**src/rtl/kt_pkg.sv**
```systemverilog
// Shared types, constants and fixed-point helpers for the two-state Kalman tracker.
`timescale 1ns / 1ps
package kt_pkg;

   localparam int DataW    = 32;
   localparam int FracW    = 16;
   localparam int ProdW    = 2 * DataW;
   localparam int DvdW     = DataW + FracW;
   localparam int CsrW     = 31;
   localparam int DtW      = 17;
   localparam int CsrAddrW = 2;
   localparam int DivSteps = DvdW;
   localparam int DivCntW  = $clog2(DivSteps);

   localparam logic [CsrAddrW-1:0] CSR_Q_POSITION = 2'd0;
   localparam logic [CsrAddrW-1:0] CSR_Q_VELOCITY = 2'd1;
   localparam logic [CsrAddrW-1:0] CSR_MEAS_NOISE = 2'd2;
   localparam logic [CsrAddrW-1:0] CSR_TIME_STEP  = 2'd3;

   localparam logic [CsrW-1:0]  QPosReset   = 31'd1966;
   localparam logic [CsrW-1:0]  QVelReset   = 31'd1966;
   localparam logic [CsrW-1:0]  RReset      = 31'd2949;
   localparam logic [DtW-1:0]   DtReset     = 17'd262;
   localparam logic [DataW-1:0] CovResetVal = 32'd655;

   typedef enum logic [4:0] {
      OP_NOP, OP_LOAD,
      OP_M_DT_VEL, OP_XP, OP_M_DT_PV, OP_B00, OP_M_DT_VV, OP_B01,
      OP_M_B01_DT, OP_T, OP_PP, OP_VV, OP_DEN, OP_ERR,
      OP_DIV_INIT, OP_DIV_STEP, OP_DIV_END,
      OP_M_K0_E, OP_POS, OP_M_K1_E, OP_VEL, OP_M_K0_PP, OP_CPP,
      OP_M_K0_PV, OP_CPV, OP_M_K1_PV, OP_CVV, OP_OUT
   } op_type;

   typedef enum logic {ST_IDLE, ST_RUN} ctrl_state_type;

   typedef struct packed {
      op_type op;
   } cmd_type;

   localparam int ProgLen = 26;
   localparam int PcW     = $clog2(ProgLen);

   // Sequence run after a request is loaded; each multiply is followed by its accumulate.
   localparam op_type Prog [ProgLen] = '{
      OP_M_DT_VEL, OP_XP, OP_M_DT_PV, OP_B00, OP_M_DT_VV, OP_B01,
      OP_M_B01_DT, OP_T, OP_PP, OP_VV, OP_DEN, OP_ERR,
      OP_DIV_INIT, OP_DIV_STEP, OP_DIV_END,
      OP_M_K0_E, OP_POS, OP_M_K1_E, OP_VEL, OP_M_K0_PP, OP_CPP,
      OP_M_K0_PV, OP_CPV, OP_M_K1_PV, OP_CVV, OP_OUT
   };

   typedef struct packed {
      logic signed [DataW-1:0] val;
      logic                    clip;
   } satval_type;

   function automatic logic [DataW-1:0] mag(input logic signed [DataW-1:0] v);
      return v[DataW-1] ? DataW'(-v) : DataW'(v);
   endfunction

   function automatic satval_type sat_wide(input logic signed [DataW:0] s);
      satval_type r;
      if (s[DataW] != s[DataW-1]) begin
         r.clip = 1'b1;
         r.val  = s[DataW] ? {1'b1, {(DataW-1){1'b0}}} : {1'b0, {(DataW-1){1'b1}}};
      end else begin
         r.clip = 1'b0;
         r.val  = s[DataW-1:0];
      end
      return r;
   endfunction

   // Applies a sign to a magnitude, clipping to the signed data range.
   function automatic satval_type sign_mag(input logic neg, input logic [DvdW-1:0] m);
      satval_type r;
      logic [DvdW-1:0] lim;
      logic [DvdW-1:0] mm;
      lim = DvdW'({1'b0, {(DataW-1){1'b1}}}) + DvdW'(neg);
      mm  = m;
      r.clip = 1'b0;
      if (m > lim) begin
         r.clip = 1'b1;
         mm     = lim;
      end
      r.val = neg ? DataW'(-mm[DataW-1:0]) : mm[DataW-1:0];
      return r;
   endfunction

endpackage

```
**src/rtl/kt_datapath.sv**
```systemverilog
// Datapath of the Kalman tracker: state, config, multiplier, accumulator and divider.
`timescale 1ns / 1ps
module kt_datapath import kt_pkg::*; (
   input  logic                      clock,
   input  logic                      reset,
   input  cmd_type                   cmd,
   input  logic signed [DataW-1:0]   req_measurement,
   input  logic                      csr_wr_en,
   input  logic [CsrAddrW-1:0]       csr_addr,
   input  logic [CsrW-1:0]           csr_wdata,
   output logic signed [DataW-1:0]   rsp_position_estimate,
   output logic signed [DataW-1:0]   rsp_velocity_estimate,
   output logic                      rsp_saturated
);

   logic [CsrW-1:0] qpos_ff, qvel_ff, r_ff;
   logic [DtW-1:0]  dt_ff;

   logic signed [DataW-1:0] pos_ff, vel_ff, cpp_ff, cpv_ff, cvv_ff;
   logic signed [DataW-1:0] z_ff, xp_ff, b00_ff, b01_ff, pp_ff, vv_ff, den_ff;
   logic signed [DataW-1:0] k0_ff, k1_ff, e_ff;
   logic [ProdW-1:0]        prod_ff;
   logic                    pneg_ff;
   logic                    clip_ff;
   logic [DataW-1:0]        rem0_ff, rem1_ff;
   logic [DvdW-1:0]         dvd0_ff, dvd1_ff;
   logic signed [DataW-1:0] opos_ff, ovel_ff;
   logic                    osat_ff;

   logic signed [DataW-1:0] ma, mb, ax, ay;
   logic                    sub, use_prod;
   logic signed [DataW:0]   sum;
   satval_type              psat, ssat, q0sat, q1sat;
   logic [DataW-1:0]        dmag;
   logic [DataW:0]          r0, r1;
   logic                    acc_clip;

   always_comb begin
      ma = '0;
      mb = '0;
      case (cmd.op)
         OP_M_DT_VEL: begin ma = DataW'({1'b0, dt_ff}); mb = vel_ff; end
         OP_M_DT_PV:  begin ma = DataW'({1'b0, dt_ff}); mb = cpv_ff; end
         OP_M_DT_VV:  begin ma = DataW'({1'b0, dt_ff}); mb = cvv_ff; end
         OP_M_B01_DT: begin ma = b01_ff; mb = DataW'({1'b0, dt_ff}); end
         OP_M_K0_E:   begin ma = k0_ff; mb = e_ff; end
         OP_M_K1_E:   begin ma = k1_ff; mb = e_ff; end
         OP_M_K0_PP:  begin ma = k0_ff; mb = pp_ff; end
         OP_M_K0_PV:  begin ma = k0_ff; mb = b01_ff; end
         OP_M_K1_PV:  begin ma = k1_ff; mb = b01_ff; end
         default: ;
      endcase
   end

   assign psat = sign_mag(pneg_ff, prod_ff[ProdW-1:FracW]);

   always_comb begin
      ax       = '0;
      ay       = psat.val;
      sub      = 1'b0;
      use_prod = 1'b1;
      case (cmd.op)
         OP_XP:  ax = pos_ff;
         OP_B00: ax = cpp_ff;
         OP_B01: ax = cpv_ff;
         OP_T:   ax = b00_ff;
         OP_PP:  begin ax = b00_ff; ay = DataW'({1'b0, qpos_ff}); use_prod = 1'b0; end
         OP_VV:  begin ax = cvv_ff; ay = DataW'({1'b0, qvel_ff}); use_prod = 1'b0; end
         OP_DEN: begin ax = pp_ff;  ay = DataW'({1'b0, r_ff});    use_prod = 1'b0; end
         OP_ERR: begin ax = z_ff;   ay = xp_ff; sub = 1'b1;       use_prod = 1'b0; end
         OP_POS: ax = xp_ff;
         OP_VEL: ax = vel_ff;
         OP_CPP: begin ax = pp_ff;  sub = 1'b1; end
         OP_CPV: begin ax = b01_ff; sub = 1'b1; end
         OP_CVV: begin ax = vv_ff;  sub = 1'b1; end
         default: use_prod = 1'b0;
      endcase
      sum      = sub ? ((DataW+1)'(ax) - (DataW+1)'(ay)) : ((DataW+1)'(ax) + (DataW+1)'(ay));
      ssat     = sat_wide(sum);
      acc_clip = ssat.clip | (use_prod & psat.clip);
   end

   assign dmag  = mag(den_ff);
   assign r0    = {rem0_ff, dvd0_ff[DvdW-1]};
   assign r1    = {rem1_ff, dvd1_ff[DvdW-1]};
   assign q0sat = sign_mag(pp_ff[DataW-1] ^ den_ff[DataW-1], dvd0_ff);
   assign q1sat = sign_mag(b01_ff[DataW-1] ^ den_ff[DataW-1], dvd1_ff);

   always_ff @(posedge clock) begin
      if (reset) begin
         qpos_ff <= QPosReset;
         qvel_ff <= QVelReset;
         r_ff    <= RReset;
         dt_ff   <= DtReset;
      end else if (csr_wr_en) begin
         case (csr_addr)
            CSR_Q_POSITION: qpos_ff <= csr_wdata;
            CSR_Q_VELOCITY: qvel_ff <= csr_wdata;
            CSR_MEAS_NOISE: r_ff    <= csr_wdata;
            CSR_TIME_STEP:  dt_ff   <= csr_wdata[DtW-1:0];
            default: ;
         endcase
      end
   end

   always_ff @(posedge clock) begin
      if (reset) begin
         pos_ff  <= '0;
         vel_ff  <= '0;
         cpp_ff  <= CovResetVal;
         cpv_ff  <= '0;
         cvv_ff  <= CovResetVal;
         clip_ff <= 1'b0;
      end else begin
         prod_ff <= ProdW'(mag(ma)) * ProdW'(mag(mb));
         pneg_ff <= ma[DataW-1] ^ mb[DataW-1];
         case (cmd.op)
            OP_LOAD: begin z_ff <= req_measurement; clip_ff <= 1'b0; end
            OP_XP:   begin xp_ff  <= ssat.val; clip_ff <= clip_ff | acc_clip; end
            OP_B00,
            OP_T:    begin b00_ff <= ssat.val; clip_ff <= clip_ff | acc_clip; end
            OP_B01:  begin b01_ff <= ssat.val; clip_ff <= clip_ff | acc_clip; end
            OP_PP:   begin pp_ff  <= ssat.val; clip_ff <= clip_ff | acc_clip; end
            OP_VV:   begin vv_ff  <= ssat.val; clip_ff <= clip_ff | acc_clip; end
            OP_DEN:  begin den_ff <= ssat.val; clip_ff <= clip_ff | acc_clip; end
            OP_ERR:  begin e_ff   <= ssat.val; clip_ff <= clip_ff | acc_clip; end
            OP_POS:  begin pos_ff <= ssat.val; clip_ff <= clip_ff | acc_clip; end
            OP_VEL:  begin vel_ff <= ssat.val; clip_ff <= clip_ff | acc_clip; end
            OP_CPP:  begin cpp_ff <= ssat.val; clip_ff <= clip_ff | acc_clip; end
            OP_CPV:  begin cpv_ff <= ssat.val; clip_ff <= clip_ff | acc_clip; end
            OP_CVV:  begin cvv_ff <= ssat.val; clip_ff <= clip_ff | acc_clip; end
            OP_DIV_INIT: begin
               rem0_ff <= '0;
               rem1_ff <= '0;
               dvd0_ff <= {mag(pp_ff), {FracW{1'b0}}};
               dvd1_ff <= {mag(b01_ff), {FracW{1'b0}}};
            end
            // One restoring step per cycle on both numerators against the shared divisor.
            OP_DIV_STEP: begin
               if (r0 >= {1'b0, dmag}) begin
                  rem0_ff <= DataW'(r0 - {1'b0, dmag});
                  dvd0_ff <= {dvd0_ff[DvdW-2:0], 1'b1};
               end else begin
                  rem0_ff <= r0[DataW-1:0];
                  dvd0_ff <= {dvd0_ff[DvdW-2:0], 1'b0};
               end
               if (r1 >= {1'b0, dmag}) begin
                  rem1_ff <= DataW'(r1 - {1'b0, dmag});
                  dvd1_ff <= {dvd1_ff[DvdW-2:0], 1'b1};
               end else begin
                  rem1_ff <= r1[DataW-1:0];
                  dvd1_ff <= {dvd1_ff[DvdW-2:0], 1'b0};
               end
            end
            OP_DIV_END: begin
               if (den_ff == '0) begin
                  k0_ff <= '0;
                  k1_ff <= '0;
               end else begin
                  k0_ff   <= q0sat.val;
                  k1_ff   <= q1sat.val;
                  clip_ff <= clip_ff | q0sat.clip | q1sat.clip;
               end
            end
            OP_OUT: begin
               opos_ff <= pos_ff;
               ovel_ff <= vel_ff;
               osat_ff <= clip_ff;
            end
            default: ;
         endcase
      end
   end

   assign rsp_position_estimate = opos_ff;
   assign rsp_velocity_estimate = ovel_ff;
   assign rsp_saturated         = osat_ff;

endmodule

```
**src/rtl/kt_ctrl.sv**
```systemverilog
// Sequencer of the Kalman tracker: request handshake, step program and divide count.
`timescale 1ns / 1ps
module kt_ctrl import kt_pkg::*; (
   input  logic    clock,
   input  logic    reset,
   input  logic    req_valid,
   output logic    req_stall,
   output logic    rsp_valid,
   input  logic    rsp_stall,
   output cmd_type cmd
);

   ctrl_state_type       state_ff, state_in;
   logic [PcW-1:0]       pc_ff, pc_in;
   logic [DivCntW-1:0]   cnt_ff, cnt_in;
   logic                 rsp_valid_ff, rsp_valid_in;

   always_ff @(posedge clock) begin
      if (reset) begin
         state_ff     <= ST_IDLE;
         pc_ff        <= '0;
         cnt_ff       <= '0;
         rsp_valid_ff <= 1'b0;
      end else begin
         state_ff     <= state_in;
         pc_ff        <= pc_in;
         cnt_ff       <= cnt_in;
         rsp_valid_ff <= rsp_valid_in;
      end
   end

   always_comb begin
      state_in     = state_ff;
      pc_in        = pc_ff;
      cnt_in       = cnt_ff;
      rsp_valid_in = rsp_valid_ff & rsp_stall;
      cmd.op       = OP_NOP;
      req_stall    = 1'b1;
      case (state_ff)
         ST_IDLE: begin
            req_stall = 1'b0;
            if (req_valid) begin
               cmd.op   = OP_LOAD;
               pc_in    = '0;
               state_in = ST_RUN;
            end
         end
         ST_RUN: begin
            cmd.op = Prog[pc_ff];
            case (Prog[pc_ff])
               OP_DIV_STEP: begin
                  if (cnt_ff == DivCntW'(DivSteps - 1)) begin
                     cnt_in = '0;
                     pc_in  = pc_ff + PcW'(1);
                  end else begin
                     cnt_in = cnt_ff + DivCntW'(1);
                  end
               end
               OP_OUT: begin
                  // The previous request's result must leave the output register first.
                  if (rsp_valid_ff && rsp_stall) begin
                     cmd.op = OP_NOP;
                  end else begin
                     rsp_valid_in = 1'b1;
                     state_in     = ST_IDLE;
                  end
               end
               default: pc_in = pc_ff + PcW'(1);
            endcase
         end
         default: state_in = ST_IDLE;
      endcase
   end

   assign rsp_valid = rsp_valid_ff;

endmodule

```
**src/rtl/kalman_two_state_tracker.sv**
```systemverilog
// Top level of the two-state constant-velocity Kalman tracker.
`timescale 1ns / 1ps
// Each request carries one signed Q16.16 position measurement; the block runs one
// predict, gain and correct step of a constant-velocity Kalman filter and returns the
// corrected position and velocity with a flag that is set when any value clipped. A
// request runs 25 steps from acceptance to its result (the multiplies and accumulates on
// one shared 32x32 multiplier, the divider set-up and finish, and the output load) plus
// a restoring divider that forms both gains side by side, one quotient bit per cycle.
// One request is worked on at a time; a finished result waits in an output register,
// and the next request is taken as soon as the sequence returns to idle, so a new
// request is not accepted until the last one is through. Configuration writes take
// effect at once and should be made only while no request is in flight.
module kalman_two_state_tracker import kt_pkg::*; (
   input  logic                      clock,
   input  logic                      reset,
   input  logic                      req_valid,
   output logic                      req_stall,
   input  logic signed [DataW-1:0]   req_measurement,
   output logic                      rsp_valid,
   input  logic                      rsp_stall,
   output logic signed [DataW-1:0]   rsp_position_estimate,
   output logic signed [DataW-1:0]   rsp_velocity_estimate,
   output logic                      rsp_saturated,
   input  logic                      csr_wr_en,
   input  logic [CsrAddrW-1:0]       csr_addr,
   input  logic [CsrW-1:0]           csr_wdata
);

   cmd_type cmd;

   kt_ctrl u_ctrl (
      .clock     (clock),
      .reset     (reset),
      .req_valid (req_valid),
      .req_stall (req_stall),
      .rsp_valid (rsp_valid),
      .rsp_stall (rsp_stall),
      .cmd       (cmd)
   );

   kt_datapath u_datapath (
      .clock                 (clock),
      .reset                 (reset),
      .cmd                   (cmd),
      .req_measurement       (req_measurement),
      .csr_wr_en             (csr_wr_en),
      .csr_addr              (csr_addr),
      .csr_wdata             (csr_wdata),
      .rsp_position_estimate (rsp_position_estimate),
      .rsp_velocity_estimate (rsp_velocity_estimate),
      .rsp_saturated         (rsp_saturated)
   );

endmodule

```
**config.mk**
```make
export PLATFORM = sky130hd
export DESIGN_NAME = kalman_two_state_tracker
export DESIGN_NICKNAME = d
export VERILOG_FILES = /design/src/rtl/kt_pkg.sv /design/src/rtl/kt_datapath.sv /design/src/rtl/kt_ctrl.sv /design/src/rtl/kalman_two_state_tracker.sv
export SDC_FILE = /design/constraint.sdc
export NUM_CORES = 2
export LEC_CHECK = 0
export BUFFER_PORTS_ARGS = -buffer_cell sky130_fd_sc_hd__buf_2
export CORE_UTILIZATION = 35
export DETAILED_ROUTE_END_ITERATION = 12
export PLACE_DENSITY = 0.53
export SLEW_MARGIN = 30
export SYNTH_ARGS = -nofsm -noshare
export SYNTH_HDL_FRONTEND = slang
export SYNTH_SLANG_ARGS = --single-unit
export TNS_END_PERCENT = 20
```
**constraint.sdc**
```tcl
create_clock -name clock -period 21.3 [get_ports clock]
set_input_delay 5.325 -clock clock [delete_from_list [all_inputs] [get_ports clock]]
set_output_delay 5.325 -clock clock [all_outputs]
set_load 0.05 [all_outputs]
```
Yosys cells after proc, flatten, opt, wreduce, memory -nomap -nowiden:

Memory sizes are Yosys's and may differ from the RTL's.
Cells that the tools add are included.

* $add $sub $neg: 17
* $mul: 1
* divide/modulo/power cells: 0
* magnitude comparators: 6
* eq/ne operators: 38
* shift-type cells: 0
* multiplexer cells: 52
* bitwise operators: 12
* reductions and logical operators: 34

Operators with widths (count)
* $mux 32: 14
* $pmux 32 s11: 1
* $neg 32->32: 8
* $pmux 32 s4: 2
* $pmux 32 s7: 1
* $pmux 48 s2: 2
* $gt 48x32->1: 3
* $pmux 32 s2: 2
* $add 31x1->32 const A: 3
* $ge 33x32->1: 2
* $mux 33: 2
* $eq 5x5->1 const B: 13
* $mul 32x32->64: 1
* $sub 32x32->32: 2
* $eq 5x4->1 const B: 9
* $reduce_and 2->1: 17
* $add 32x32->33: 1
* $sub 32x32->33: 1
* $logic_not 32->1: 1
* $mux 5: 6
* $pmux 5 s2: 3
* $eq 5x3->1 const B: 4
* $mux 1: 16
* $reduce_or 13->1: 1
* 28 further kinds: 45

* register bits: 894
* bits in latches: 0
* memory bits (writable): 0
* ROM bits: 160
* output and inout port bits: 67
* logic and storage cells: 194
* memories kept: 1

Memory list
* (no name shown): words 32, bits a word 5, rd ports 1, clocked after memory_dff 0, write ports 0, RTL line kt_ctrl.sv:49 `cmd.op = Prog[pc_ff];`

Logic depth before layout (Yosys ltp):

* depth after elaboration: 17
* gate-level depth with buffers: 55
* mapped depth without buffers: 51

Cells and area by module:

A second synthesis with hierarchy kept.

* cell total of the unflattened synthesis: 8574
* area total of the unflattened synthesis: 79932.9 sq um

Modules (own cells, without submodules)
* kt_datapath: instances 1, cells an instance 8473, area an instance 79113.4 sq um, seq. area each 23262.3 sq um
* kt_ctrl: instances 1, cells an instance 101, area an instance 819.5 sq um, seq. area each 260.2 sq um

Least setup slack after synthesis:

No wires, ideal clock.

* path kind: input to register
* start: input port rsp_stall
* end: register u_datapath.dvd0_ff[0] (enable)
* library setup time: 1.070 ns
* data arrival time: 21.075 ns
* required time: 20.230 ns
* path slack: -0.845 ns
* stages on the path: 4
* buffers on the path: 1
* path through: and3_1 > clkbuf_1 > and3_1 > nor4_1

* longest elaborated chain between the ends: 7
* elaborated cells between the ends (all ways): 8

Ends and longest elaborated chain
* start: declaration: RTL line kalman_two_state_tracker.sv:20 `input logic rsp_stall,`
* $logic_and 1x1->1 *: RTL line kt_ctrl.sv:61 `if (rsp_valid_ff && rsp_stall) begin`
* $mux 5 *: RTL line kt_ctrl.sv:61
* $mux 5 *: RTL line kt_ctrl.sv:50 `case (Prog[pc_ff])`
* $pmux 5 s2 *: RTL line kt_ctrl.sv:39 `case (state_ff)`
* $eq 5x4->1 (on tied branches)
* $reduce_bool 2->1 (no source line) *
* $reduce_and 2->1 (no source line) *
* end signal: assignment: RTL line kt_datapath.sv:135 `dvd0_ff <= {mag(pp_ff), {FracW{1'b0}}};`
* end signal: assignment: RTL line kt_datapath.sv:142 `dvd0_ff <= {dvd0_ff[DvdW-2:0], 1'b1};`
* end signal: assignment: RTL line kt_datapath.sv:145 `dvd0_ff <= {dvd0_ff[DvdW-2:0], 1'b0};`
* end: declaration: RTL line kt_datapath.sv:26 `logic [DvdW-1:0] dvd0_ff, dvd1_ff;`

Mark *: on every way between the ends. The rest lies on a longest branch, timed or not.
A chain may end at the register's enable or synchronous reset.

Worst setup path after layout:

* start: input port rsp_stall
* end: register u_datapath.prod_ff[58], data pin

* longest elaborated chain between the ends: 10
* elaborated cells between the ends (all ways): 25

Ends and longest elaborated chain
* $logic_and 1x1->1 *: RTL line kt_ctrl.sv:61
* $mux 5 *: RTL line kt_ctrl.sv:61
* $mux 5 *: RTL line kt_ctrl.sv:50
* $pmux 5 s2 *: RTL line kt_ctrl.sv:39
* $eq 5x5->1 (tied with other cells): RTL line kt_datapath.sv:41 `case (cmd.op)`
* $reduce_or 2->1 (no source line) / $reduce_or 3->1 (equally long branches)
* $pmux 32 s7 / $pmux 32 s4 (equally long branches): RTL line kt_datapath.sv:41
* $neg 32->32: RTL line kt_pkg.sv:59 `return v[DataW-1] ? DataW'(-v) : DataW'(v);`
* $mux 32: RTL line kt_pkg.sv:59
* $mul 32x32->64 *: RTL line kt_datapath.sv:115 `prod_ff <= ProdW'(mag(ma)) * ProdW'(mag(mb));`
* end signal: assignment: RTL line kt_datapath.sv:115
* end: declaration: RTL line kt_datapath.sv:22 `logic [ProdW-1:0] prod_ff;`

Marked as above.

==> impl_metrics.tcl <==
set metrics [dict create \
    status "finished, final reports clean" \
    leakage_nw 37.30 \
    hold_path.class "reg -> reg" \
    drive_above_1_share_pct 8.329 \
    hold_end "u_datapath.cpp_ff[10]" \
    fmax_mhz 55.02 \
    grt_setup_unrepaired "false" \
    yosys_warnings 0 \
    holdPathStages 2 \
    slew-limit-headroom_pct 22.17 \
    cts_setup_buffers 0 \
    dp_hpwl_mm 237.7 \
    grt_pass1_vias 66352 \
    rrSetupSlack_ns 6.42 \
    dpl-instance-area_um2 85390 \
    combPwrFrac_pct 4.9 \
    start_util_pct 35.18 \
    numCtsBuffers 97 \
    p_per_area_nw_per_um2 43.46 \
    drt-vias-per-instance 5.638 \
    htreeDepth 3 \
    post-route-period-util_pct 85.32 \
    switching_share_pct 24.70 \
    fill_cells 22575 \
    ir_drop_v 0.00007137 \
    ios 137 \
    cp.arrival_ns 18.66 \
    die_w_um 480.0 \
    ys.flop_type "edfxtp_1" \
    cp_slowest_stage_delay_ns 0.76 \
    num_rows 175 \
    pwr-share-clk_pct 47.4 \
    setup_viol 0 \
    drt_iter0_markers 7249 \
    postSynthAreaPerCell_um2 9.245 \
    cts_tree "yes" \
    cp_slowest_cell "a31oi_2" \
    cts_resized 0 \
    drc 0 \
    antenna_found_initial 24 \
    worstPathMaxFanout 21 \
    cts_sinks 878 \
    criticalPathCategory "in -> reg" \
    core-area_um2 227300 \
    critPathLaunchType "input pin" \
    synthArstFlopShare_pct 0 \
    die_h_um 480.0 \
    holdBufCountCts 0 \
    wl_mm 318.7 \
    rr_endpoint "u_datapath.prod_ff[58]" \
    p_switching_mw 0.9545 \
    gp_congestion 0.9854 \
    grt_pass1_wl_mm 463.6 \
    top_regs "u_datapath.dvd0_ff x48, u_datapath.dvd1_ff x48, u_datapath.prod_ff x48" \
    r2r-start "u_ctrl.pc_ff[1]" \
    synth-seq-cells 878 \
    clk_pin_slew_ns 0.06 \
    cpMostUsedCell "fa_1" \
    port_buffers 136 \
    maxSlewViolCount 0 \
    drt.antenna.violating_nets 0 \
    grt_overflow 0 \
    vias 66363 \
    fin_area_um2 88920 \
    grt_max_degree 161 \
    power_frac_seq_pct 47.7 \
    finalSetupTns_ns 0 \
    r2r_cells 43 \
    clock_skew_ns 0.02796 \
    p_int_mw 2.910 \
    worst_slew_pin_slew_ns 1.163 \
    cts_root_buffer "clkbuf_16" \
    synth_nets 10083 \
    wire_per_inst_um 27.08 \
    drt_pass1_iterations 9 \
    cts_buffer_depth 3 \
    synth_cells 8650 \
    hold_viol 0 \
    hold_start "u_datapath.cpp_ff[10]" \
    synth_edf_count 594 \
    netlist_area_um2 79970 \
    maxCapViolCount 0 \
    min_period_ns 18.17 \
    grtUsageTotal_pct 27.54 \
    crit_path_end_kind "flip-flop" \
    worst_ep_required_time_ns 21.79 \
    ys_seq_area_share_pct 29.41 \
    area_delta_synth_final_pct 11.19 \
    synthDistinctLibCells 116 \
    dieArea_um2 230400 \
    fin_nets 10091 \
    clk_latency_ns 0.74 \
]
## metal layers
layer  vias to the layer above  wire, um  GRT usage (%)
li1                      28985         -              -
met1                     33299    127100          35.69
met2                      3286    142500          43.11
met3                       781     29070          5.693
met4                        12     19990          14.78
met5                         -        73              0
## cell families after synthesis
logic type	Yosys count	synth area share (%)
mux	46	0.5758
flops	878	29.41
fa+ha+maj	1365	29.78
xor+xnor	370	4.085
compound gates	1465	12.54
simple gates	3043	16.50
buf+inv	1483	7.102
## placed cells by master, fill, tap and decap left out, types with 20 or more instances in the layout
| cell | instances |
|---|---|
| nor2b_1 | 32 |
| or2_2 | 30 |
| xor2_1 | 178 |
| fa_1 | 898 |
| xnor2_1 | 122 |
| nand3_1 | 167 |
| a22o_1 | 66 |
| nor4_1 | 45 |
| buf_4 | 206 |
| a31oi_1 | 34 |
| o21ai_1 | 29 |
| o21ai_0 | 249 |
| nand4_1 | 65 |
| a222oi_1 | 45 |
| edfxtp_1 | 594 |
| a221o_1 | 47 |
| nor2_1 | 1053 |
| o21a_1 | 40 |
| or3_1 | 70 |
| a21oi_1 | 424 |
| clkbuf_16 | 97 |
| nand2b_1 | 67 |
| diode_2 | 20 |
| nor3_1 | 146 |
| o31ai_1 | 42 |
| inv_1 | 1033 |
| ha_1 | 465 |
| and2_1 | 64 |
| dfxtp_1 | 284 |
| and3_1 | 29 |
| buf_2 | 135 |
| nand2_1 | 1171 |
| xnor2_2 | 33 |
| mux2i_1 | 45 |
| a21o_1 | 92 |
| a22oi_1 | 67 |
| a221oi_1 | 94 |
| a211oi_1 | 31 |
## critical path: cells and delay by family
family                   cells  cell delay [ns]
AO/OA/AOI/OAI               13             4.16
XOR/XNOR                     2             0.85
adder cells (fa/ha/maj)      9             4.31
buffers and inverters        5             0.78
AND/OR/NAND/NOR             13             3.15
## power groups by stage
stage	combinational (mW)	clock, mW	sequential, mW
2_1_floorplan	0.102	0	1.87
3_3_place_gp	0.181	0	1.88
4_1_cts	0.184	1.85	1.84
6_report	0.188	1.83	1.85
3_5_place_dp	0.184	0	1.88
5_1_grt	0.196	1.92	1.84
## final cells by class
cell class / count / area (um2) / area share [%]
clock inverter: 61 / 784.5 / 0.8823
sequential: 878 / 23520 / 26.45
timing repair buffer: 353 / 2441 / 2.745
multi-input combinational: 6289 / 51850 / 58.31
antenna: 20 / 50.05 / 0.05628
inverter: 1039 / 3902 / 4.389
clock buffer: 121 / 2608 / 2.932
tap: 3009 / 3765 / 4.234
## Yosys cell counts (169+ instances only)
cell      instances  area share [%]
a21oi_1         426             2.7
clkbuf_1        378             1.8
dfxtp_1         284             7.1
edfxtp_1        594              22
fa_1            898              22
ha_1            465             7.3
inv_1          1033             4.8
nand2_1        1174             5.5
nor2_1         1066             5.0
o21ai_0         252             1.6
xnor2_1         169             1.9
xor2_1          199             2.2
## how the worst max path moves through the flow
stage / startpoint / endpoint / slack, ns / cells past startpoint
after floorplan: rsp_stall / u_datapath.prod_ff[58] / 4.99 / 47
after global placement: rsp_stall / u_datapath.prod_ff[58] / 2.79 / 42
after detailed placement: rsp_stall / u_datapath.prod_ff[58] / 2.66 / 41
after CTS: rsp_stall / u_datapath.prod_ff[58] / 3.40 / 41
after global routing: rsp_stall / u_datapath.prod_ff[58] / 2.67 / 42
final: rsp_stall / u_datapath.prod_ff[58] / 3.13 / 42
## metrics by stage
step           std cells  utilization (%)  hold slack, ns  setup slack [ns]  power (mW)
2_1_floorplan       8650                -          0.4253             4.986       1.970
3_3_place_gp       11557            37.47          0.4381             2.791       2.062
3_5_place_dp       11565            37.57          0.4458             2.663       2.064
4_1_cts            11747            39.06          0.4543             3.403       3.883
5_1_grt            11754            39.11          0.4696             2.669       3.959
6_report           11770            39.12          0.4543             3.126       3.865
Power figures use the tool's default switching activity.
